### src/rtl/lqs_pkg.sv
// ----------------------------------------------------------------------------
// lqs_pkg
// Types and codes for the linear queue with key search.
// ----------------------------------------------------------------------------
`default_nettype none

package lqs_pkg;

  typedef enum logic [1:0] {
    OP_INSERT = 2'd0,
    OP_DELETE = 2'd1,
    OP_SEARCH = 2'd2,
    OP_NOP    = 2'd3
  } lqs_op_e;

  typedef enum logic [1:0] {
    ST_DONE     = 2'd0,
    ST_FULL     = 2'd1,
    ST_EMPTY    = 2'd2,
    ST_NOTFOUND = 2'd3
  } lqs_status_e;

  typedef enum logic [1:0] {
    S_IDLE,
    S_EXEC,
    S_DEL_RD,
    S_SCAN
  } lqs_state_e;

  typedef struct packed {
    logic [1:0]         operation;
    logic signed [31:0] value;
  } lqs_req_t;

  typedef struct packed {
    logic [1:0]         status;
    logic signed [31:0] read_word;
    logic [2:0]         slot_found;
  } lqs_rsp_t;

  // controller -> datapath
  typedef struct packed {
    logic        load;
    logic        wr;
    logic        rd_head;
    logic        pop;
    logic        scan_init;
    logic        scan_step;
    logic        emit;
    lqs_status_e code;
    logic        use_word;
    logic        use_found;
  } lqs_cmd_t;

  // datapath -> controller
  typedef struct packed {
    lqs_op_e op;
    logic    full;
    logic    empty;
    logic    match;
    logic    last;
  } lqs_stat_t;

endpackage

`default_nettype wire

### src/rtl/linear_queue_with_search_core.sv
// ----------------------------------------------------------------------------
// linear_queue_with_search_core
// Linear (non-circular) queue of signed 32-bit words with key search.
// ----------------------------------------------------------------------------
// Usage:
//   Request: drive req_i and raise start; the transfer happens at a rising
//   edge with start high and busy low. busy stays high while the item runs.
//   Result: done_o is high for exactly one cycle with rsp_o valid; the
//   receiver takes it in that cycle and cannot stall it.
// Sequence (states from the accepting edge to done_o):
//   insert, no-op, and rejected delete/search: S_EXEC only
//   delete: S_EXEC, then S_DEL_RD for the registered slot-memory read
//   search: S_EXEC, then S_SCAN over n = 1..DEPTH slots, one compare per cycle
//   through the single read port of the slot memory.
//   busy drops while done_o is shown, so the next request can be taken in
//   the same cycle.
// Reset: head and tail return to slot 0 (queue empty); slot contents are
//   not cleared and are only read once written.
// ----------------------------------------------------------------------------
`default_nettype none

module linear_queue_with_search_core import lqs_pkg::*; #(
  parameter int DEPTH = 8
) (
  input  wire logic     clk_i,
  input  wire logic     rst_ni,
  input  wire logic     start,
  output logic          busy,
  input  wire lqs_req_t req_i,
  output logic          done_o,
  output lqs_rsp_t      rsp_o
);

  lqs_cmd_t  cmd;
  lqs_stat_t stat;

  lqs_ctrl u_ctrl (
    .clk_i  (clk_i),
    .rst_ni (rst_ni),
    .start  (start),
    .busy   (busy),
    .done_o (done_o),
    .stat_i (stat),
    .cmd_o  (cmd)
  );

  lqs_datapath #(
    .DEPTH (DEPTH)
  ) u_datapath (
    .clk_i  (clk_i),
    .rst_ni (rst_ni),
    .req_i  (req_i),
    .cmd_i  (cmd),
    .stat_o (stat),
    .rsp_o  (rsp_o)
  );

endmodule

`default_nettype wire

### src/rtl/lqs_datapath.sv
// ----------------------------------------------------------------------------
// lqs_datapath
// Slot memory, head/tail indices, scan index, key compare and result register.
// ----------------------------------------------------------------------------
`default_nettype none

module lqs_datapath import lqs_pkg::*; #(
  parameter int DEPTH = 8
) (
  input  wire logic      clk_i,
  input  wire logic      rst_ni,
  input  wire lqs_req_t  req_i,
  input  wire lqs_cmd_t  cmd_i,
  output lqs_stat_t      stat_o,
  output lqs_rsp_t       rsp_o
);

  localparam int AW = (DEPTH > 1) ? $clog2(DEPTH) : 1;
  localparam int PW = AW + 1;

  logic signed [31:0] slots_q [DEPTH];
  logic signed [31:0] rdata_q;
  logic signed [31:0] key_q;
  lqs_op_e            op_q;
  logic [AW-1:0]      head_q, head_d;
  logic [PW-1:0]      next_q, next_d;
  logic [AW-1:0]      idx_q, idx_d;
  logic [AW-1:0]      rd_addr;
  logic               rd_en;
  logic [PW-1:0]      head_inc;
  logic [PW-1:0]      idx_inc;
  logic [31:0]        idx_ext;
  lqs_rsp_t           rsp_q, rsp_d;

  assign head_inc = {1'b0, head_q} + PW'(1);
  assign idx_inc  = {1'b0, idx_q} + PW'(1);
  assign idx_ext  = {{(32-AW){1'b0}}, idx_q};

  assign stat_o.op    = op_q;
  assign stat_o.full  = (next_q == PW'(DEPTH));
  assign stat_o.empty = (next_q == '0) || ({1'b0, head_q} >= next_q);
  assign stat_o.match = (rdata_q == key_q);
  assign stat_o.last  = (idx_inc >= next_q);

  always_comb begin
    head_d = head_q;
    next_d = next_q;
    if (cmd_i.wr) begin
      next_d = next_q + PW'(1);
    end
    if (cmd_i.pop) begin
      if (head_inc >= next_q) begin
        head_d = '0;
        next_d = '0;
      end else begin
        head_d = head_inc[AW-1:0];
      end
    end
  end

  always_comb begin
    idx_d = idx_q;
    if (cmd_i.scan_init) begin
      idx_d = head_q;
    end else if (cmd_i.scan_step) begin
      idx_d = idx_inc[AW-1:0];
    end
  end

  assign rd_en   = cmd_i.rd_head | cmd_i.scan_init | cmd_i.scan_step;
  assign rd_addr = cmd_i.scan_step ? idx_inc[AW-1:0] : head_q;

  always_comb begin
    rsp_d            = rsp_q;
    if (cmd_i.emit) begin
      rsp_d.status     = cmd_i.code;
      rsp_d.read_word  = cmd_i.use_word ? rdata_q : '0;
      rsp_d.slot_found = cmd_i.use_found ? idx_ext[2:0] : 3'd0;
    end
  end

  always_ff @(posedge clk_i or negedge rst_ni) begin
    if (!rst_ni) begin
      head_q <= '0;
      next_q <= '0;
    end else begin
      head_q <= head_d;
      next_q <= next_d;
    end
  end

  always_ff @(posedge clk_i) begin
    if (cmd_i.load) begin
      op_q  <= lqs_op_e'(req_i.operation);
      key_q <= req_i.value;
    end
    idx_q <= idx_d;
    rsp_q <= rsp_d;
  end

  always_ff @(posedge clk_i) begin
    if (cmd_i.wr) begin
      slots_q[next_q[AW-1:0]] <= key_q;
    end
  end

  always_ff @(posedge clk_i) begin
    if (rd_en) begin
      rdata_q <= slots_q[rd_addr];
    end
  end

  assign rsp_o = rsp_q;

endmodule

`default_nettype wire

### src/rtl/lqs_ctrl.sv
// ----------------------------------------------------------------------------
// lqs_ctrl
// Sequencer for insert, delete and the slot-by-slot key scan.
// ----------------------------------------------------------------------------
`default_nettype none

module lqs_ctrl import lqs_pkg::*; (
  input  wire logic      clk_i,
  input  wire logic      rst_ni,
  input  wire logic      start,
  output logic           busy,
  output logic           done_o,
  input  wire lqs_stat_t stat_i,
  output lqs_cmd_t       cmd_o
);

  lqs_state_e state_q, state_d;
  logic       done_q;

  always_comb begin
    state_d = state_q;
    unique case (state_q)
      S_IDLE: begin
        if (start) state_d = S_EXEC;
      end
      S_EXEC: begin
        unique case (stat_i.op)
          OP_DELETE: state_d = stat_i.empty ? S_IDLE : S_DEL_RD;
          OP_SEARCH: state_d = stat_i.empty ? S_IDLE : S_SCAN;
          OP_INSERT,
          OP_NOP:    state_d = S_IDLE;
        endcase
      end
      S_DEL_RD: state_d = S_IDLE;
      S_SCAN: begin
        if (stat_i.match || stat_i.last) state_d = S_IDLE;
      end
    endcase
  end

  always_comb begin
    cmd_o      = '0;
    cmd_o.code = ST_DONE;
    unique case (state_q)
      S_IDLE: begin
        cmd_o.load = start;
      end
      S_EXEC: begin
        unique case (stat_i.op)
          OP_INSERT: begin
            cmd_o.emit = 1'b1;
            if (stat_i.full) begin
              cmd_o.code = ST_FULL;
            end else begin
              cmd_o.wr = 1'b1;
            end
          end
          OP_DELETE: begin
            if (stat_i.empty) begin
              cmd_o.emit = 1'b1;
              cmd_o.code = ST_EMPTY;
            end else begin
              cmd_o.rd_head = 1'b1;
            end
          end
          OP_SEARCH: begin
            if (stat_i.empty) begin
              cmd_o.emit = 1'b1;
              cmd_o.code = ST_NOTFOUND;
            end else begin
              cmd_o.scan_init = 1'b1;
            end
          end
          OP_NOP: begin
            cmd_o.emit = 1'b1;
          end
        endcase
      end
      S_DEL_RD: begin
        cmd_o.emit     = 1'b1;
        cmd_o.use_word = 1'b1;
        cmd_o.pop      = 1'b1;
      end
      S_SCAN: begin
        if (stat_i.match) begin
          cmd_o.emit      = 1'b1;
          cmd_o.use_found = 1'b1;
        end else if (stat_i.last) begin
          cmd_o.emit = 1'b1;
          cmd_o.code = ST_NOTFOUND;
        end else begin
          cmd_o.scan_step = 1'b1;
        end
      end
    endcase
  end

  always_ff @(posedge clk_i or negedge rst_ni) begin
    if (!rst_ni) begin
      state_q <= S_IDLE;
      done_q  <= 1'b0;
    end else begin
      state_q <= state_d;
      done_q  <= cmd_o.emit;
    end
  end

  assign busy   = (state_q != S_IDLE);
  assign done_o = done_q;

endmodule

`default_nettype wire

### config.mk
export PLATFORM = sky130hd
export DESIGN_NAME = linear_queue_with_search_core
export DESIGN_NICKNAME = d
export VERILOG_FILES = /design/src/rtl/lqs_pkg.sv /design/src/rtl/linear_queue_with_search_core.sv /design/src/rtl/lqs_datapath.sv /design/src/rtl/lqs_ctrl.sv
export SDC_FILE = /design/constraint.sdc
export NUM_CORES = 1
export LEC_CHECK = 0
export BUFFER_PORTS_ARGS = -buffer_cell sky130_fd_sc_hd__buf_4
export CAP_MARGIN = 10
export CORE_ASPECT_RATIO = 1.2
export CORE_UTILIZATION = 50
export CTS_CLUSTER_DIAMETER = 80
export CTS_CLUSTER_SIZE = 40
export DETAILED_ROUTE_END_ITERATION = 10
export PLACE_DENSITY_LB_ADDON = 0.08
export SYNTH_ARGS = -nofsm -noshare
export SYNTH_HDL_FRONTEND = slang
export SYNTH_HIERARCHICAL = 1
export SYNTH_SLANG_ARGS = --single-unit
### constraint.sdc
create_clock -name clk_i -period 9.85 [get_ports clk_i]
set_input_delay 1.4775 -clock clk_i [delete_from_list [all_inputs] [get_ports clk_i]]
set_output_delay 1.4775 -clock clk_i [all_outputs]
set_load 0.03 [all_outputs]
# Word level (Yosys, flattened, before mapping)
# Memory sizes are Yosys's and may differ from the RTL's. A register that Yosys moved wholly into a read port is not among the register bits.
# Cells that the tools add are included.
[op_classes]
add_sub_neg = 3
n_reduce_logical = 9
n_lt_le_gt_ge = 3
n_eq_ne = 10
n_bitwise = 2
muxes = 39
[op_table]
columns = ["operator", "count"]
rows = [
  ["$eq 32x32->1", 1],
  ["$mux 3", 7],
  ["$mux 1", 17],
  ["$mux 2", 6],
  ["$mux 4", 3],
  ["$pmux 2 s3", 2],
  ["$add 3x1->4 const B", 2],
  ["$eq 2x2->1 const B", 4],
  ["$ge 4x4->1", 2],
  ["$pmux 2 s4", 1],
  ["$pmux 1 s3", 2],
  ["$add 4x1->4 const B", 1],
  ["$eq 2x1->1 const B", 2],
  ["$eq 4x4->1 const B", 1],
  ["$ge 3x4->1", 1],
  ["$logic_not 2->1", 2],
  ["$logic_not 4->1", 1],
  ["$pmux 2 s2", 1],
  ["$reduce_bool 2->1", 2],
  ["$logic_or 1x1->1", 2],
  ["$ne 2x1->1 const B", 1],
  ["$ne 2x2->1 const B", 1],
  ["$or 1x1->1", 2],
  ["$reduce_and 2->1", 1],
  ["$reduce_or 2->1", 1],
]
[word_totals]
reg_bits = 84
elab_cells = 77
mem_count = 1
ram_bits = 256
out_inout_bits = 39
[mem_list]
columns = ["memory", "depth", "word_bits", "read_ports", "rd_clocked_by_memory_dff", "write_ports", "line", "text"]
rows = [
  ["u_datapath.slots_q", 8, 32, 1, 1, 1, "lqs_datapath.sv:21", "logic signed [31:0] slots_q [DEPTH];"],
]

# Logic depth before layout (Yosys ltp)
[depth]
word_depth = 8
depth_mapped = 16
mapped_depth_nobuf = 12

# Cells and area by module
# The synthesis kept the hierarchy.
[modules_own_cells]
columns = ["mod", "seq_area_each_um2", "cells_each", "n_inst", "area_each_um2"]
rows = [
  ["lqs_datapath", 11045.6, 975, 1, 15293.4],
  ["lqs_ctrl", 75.1, 35, 1, 314.1],
]

# Least setup slack after synthesis
# Ideal clock, no wire load.
[synth_path]
path_kind = "register to register"
start = "register u_datapath.next_q[0]"
end = "memory u_datapath.slots_q[4][0] (enable)"
setup_time_ns = 0.461
path_stages_with_launch = 7
required_time_ns = 9.389
path_buffers = 0
setup_slack_ns = 5.551
t_arrival_ns = 3.838
cell_sequence = "dfrtp_1 -> inv_1 -> ha_1 -> and3_1 -> nor3b_1 -> nand2_1 -> nor3_1"
[synth_rtl]
columns = ["element", "line", "text"]
rows = [
  ["from (decl)", "lqs_datapath.sv:26", "logic [PW-1:0] next_q, next_d;"],
  ["from (signal assigned)", "lqs_datapath.sv:88", "next_q <= next_d;"],
  ["to (decl)", "lqs_datapath.sv:21", ""],
]

==> results_dict.tcl <==
set metrics [dict create \
    r2r_slack_ns 4.26 \
    hold_class "flip-flop to flip-flop" \
    grt_pass1_wl_um 51400 \
    final_common_cell "edfxtp_1" \
    ctsResizeCount 0 \
    layout_common_cells "edfxtp_1, buf_4, inv_1" \
    worstSetupPathType "flip-flop to flip-flop" \
    tightest_slew_ns 1.13 \
    antenna_left 0 \
    cp_num_buf_inv 4 \
    insertion_delay_ns 0.53 \
    crit_arrival_ns 5.87 \
    power_frac_seq 0.498 \
    period_needed_ns 5.59 \
    grt_max_degree 74 \
    cp_max_fo 67 \
    ctsHoldBuffers 0 \
    synth_edf_count 362 \
    grt_pass1_vias 8448 \
    crit_path_cell_trace "ha_2, buf_4, ha_1, a21oi_1, nor2b_1, o21ai_0, nand2b_1, nor3_4, buf_4, nand2_4, o21ai_4, buf_4, buf_4, mux4_2, a22o_1" \
    startpoint_type "flip-flop" \
    post_drt_wl_per_cell_um 23.3 \
    critPathRequiredTime_ns 10.13 \
    holdWs_ns 0.587 \
    async_flop_share 0.0269 \
    yosys.cell_types.count 46 \
    total_switching_power_mw 1.61 \
    synth_warnings 6 \
    area_growth_syn_to_layout_pct 9.63 \
    diodes 0 \
    syn-num-nets 1067 \
    rows 70 \
    fin_worst_skew_ns 0.0382 \
    netlist_area_um2 15600 \
    cts_tree "built" \
    finalPower_mw 4.55 \
    pin_count 76 \
    port_buffers 75 \
    dr_total_vias 8754 \
    antenna_found_initial 0 \
    place_congestion 0.735 \
    drc 0 \
    comb_power_share 0.322 \
    post-dp-hpwl_um 18400 \
    nFillCells 2416 \
    end_kind "flip-flop" \
    ys.flop_type "edfxtp_1" \
    setup_viol 0 \
    numCtsBuffers 15 \
    yosysTopAreaCellShare 0.696 \
    start_util 0.511 \
    path_clk_slew_ns 0.14 \
    overflow 0 \
    p_int_mw 2.94 \
    dieArea_um2 31900 \
    finalWorstSetupSlack_ns 4.26 \
    status "completed" \
    cts_setup_buffers 0 \
    maxCapViolCount 0 \
    fp.coreArea_um2 30600 \
    clockBufferDepth 3 \
    vias_per_cell 6.00 \
    max_slew_margin 0.247 \
    hold_viol 0 \
    period_share 0.567 \
    powerDensity_nw_per_um2 266 \
    h-tree-depth 1 \
    cts-root-buf "clkbuf_16" \
    wl_um 33900 \
    cp_slowest_cell "buf_4" \
    sw_frac_of_total 0.353 \
    rsz0062_at_grt "false" \
    cellLeakagePower_nw 5.86 \
    preCtsSetupSlack_ns 4.20 \
    die_w_um 163 \
    max_stage_delay_ns 0.74 \
    grt_usage 0.217 \
    nets 1112 \
    fmax_mhz 179 \
    firstDrtPassIters 5 \
    layout-drive-gt1-share 0.169 \
    drt_iter0_drc 728 \
    synthCells 1010 \
    syn_avg_cell_area_um2 15.5 \
    crit_family "buffers and inverters" \
    synth.largest_area_cell "edfxtp_1" \
    die_y_um 196 \
    final_util 0.560 \
    finalSetupTns_ns 0 \
    slew_violations 0 \
    ys_ff_latch 372 \
    vdd_drop_max_mv 0.341 \
    synth_seq_area_share 0.713 \
    crit_path_frequent_cell "buf_4" \
    synth_area_leaders "edfxtp_1, mux4_2, a21oi_1" \
    cts.sinks 372 \
    pwr-share-clk 0.180 \
]
==> sequential cells by signal, summed over array words and instances (netlist names) <==
| signal | cells |
|---|---|
| u_ctrl/done_o | 1 |
| u_datapath/next_q | 4 |
| u_datapath/key_q | 32 |
| u_datapath/rdata_q | 32 |
| u_datapath/idx_q | 3 |
| u_datapath/op_q | 2 |
| u_ctrl/state_q | 2 |
| u_datapath/rsp_o | 37 |
| u_datapath/slots_q | 256 |
| u_datapath/head_q | 3 |
==> Yosys cell counts (2+ instances only) <==
library cell  number
edfxtp_1         362
inv_1             75
a21oi_1           69
nor2_1            48
clkbuf_1          40
o21ai_0           37
and2_1            36
a22o_1            34
xor2_1            34
a211oi_1          32
a31oi_1           32
mux4_2            32
o211ai_1          32
o221ai_1          32
buf_2             21
ha_1              20
dfrtp_1           10
nor4_1             8
nand2_1            7
buf_6              5
nand2b_1           5
mux2i_1            4
and3_1             3
mux2_2             3
xnor2_1            3
a21boi_0           2
nand4_1            2
nor3_1             2
o31ai_1            2
or2_2              2
==> metal layers <==
metal,track usage,part of all wire,vias up
met5,0,0,-
met3,0.0215,0.049,49
met2,0.347,0.49,260
met1,0.313,0.44,4457
met4,0.0703,0.027,0
li1,-,-,3988
==> through the flow <==
| stage | instance area, µm² | cells |
|---|---|---|
| 2_1_floorplan | 15600 | 1010 |
| 3_3_place_gp | 16600 | 1434 |
| 3_5_place_dp | 16600 | 1434 |
| 4_1_cts | 17100 | 1458 |
| 5_1_grt | 17100 | 1458 |
| 6_report | 17100 | 1458 |
==> layout make-up <==
cell class | count | area (µm²) | share of cell area
clock buffers | 16 | 379 | 0.0222
clock inverters | 8 | 124 | 0.00724
inverters | 75 | 282 | 0.0165
multi-input cells | 495 | 3990 | 0.233
flip-flops and latches | 372 | 11100 | 0.650
well taps | 396 | 495 | 0.0290
repair buffers | 96 | 721 | 0.0421
==> final timing paths <==
| path | startpoint | endpoint | cells past startpoint |
|---|---|---|---|
| max reg2reg | u_datapath/idx_q[1] | u_datapath/rdata_q[22] | 15 |
| min in group asynchronous | rst_ni | u_ctrl/state_q[0] | 1 |
| max | u_datapath/idx_q[1] | u_datapath/rdata_q[22] | 15 |
| min reg2reg | u_datapath/rdata_q[17] | u_datapath/rsp_o[20] | 1 |
| min | u_datapath/rdata_q[17] | u_datapath/rsp_o[20] | 1 |
| max in group asynchronous | rst_ni | u_datapath/head_q[1] | 1 |
==> power by group through the flow <==
stage | Combinational [mW] | Sequential, mW | Clock, mW
floorplan | 0.862 | 2.41 | 0
global placement | 1.47 | 2.30 | 0
detailed placement | 1.49 | 2.30 | 0
CTS | 1.49 | 2.27 | 0.844
global route | 1.59 | 2.29 | 0.885
finish | 1.47 | 2.26 | 0.818
==> cells by family (layout without fill, tap and decap cells) <==
group | Yosys count | after routing | share of synthesized area
AO/OA/AOI/OAI | 275 | 275 | 0.119
XOR/XNOR | 37 | 37 | 0.0208
adder cells (fa/ha/maj) | 20 | 20 | 0.0160
buffers and inverters | 143 | 195 | 0.0387
flip-flops | 372 | 372 | 0.713
multiplexers | 39 | 39 | 0.0509
AND/OR/NAND/NOR | 124 | 124 | 0.0424
Power figures use the tool's default switching activity.
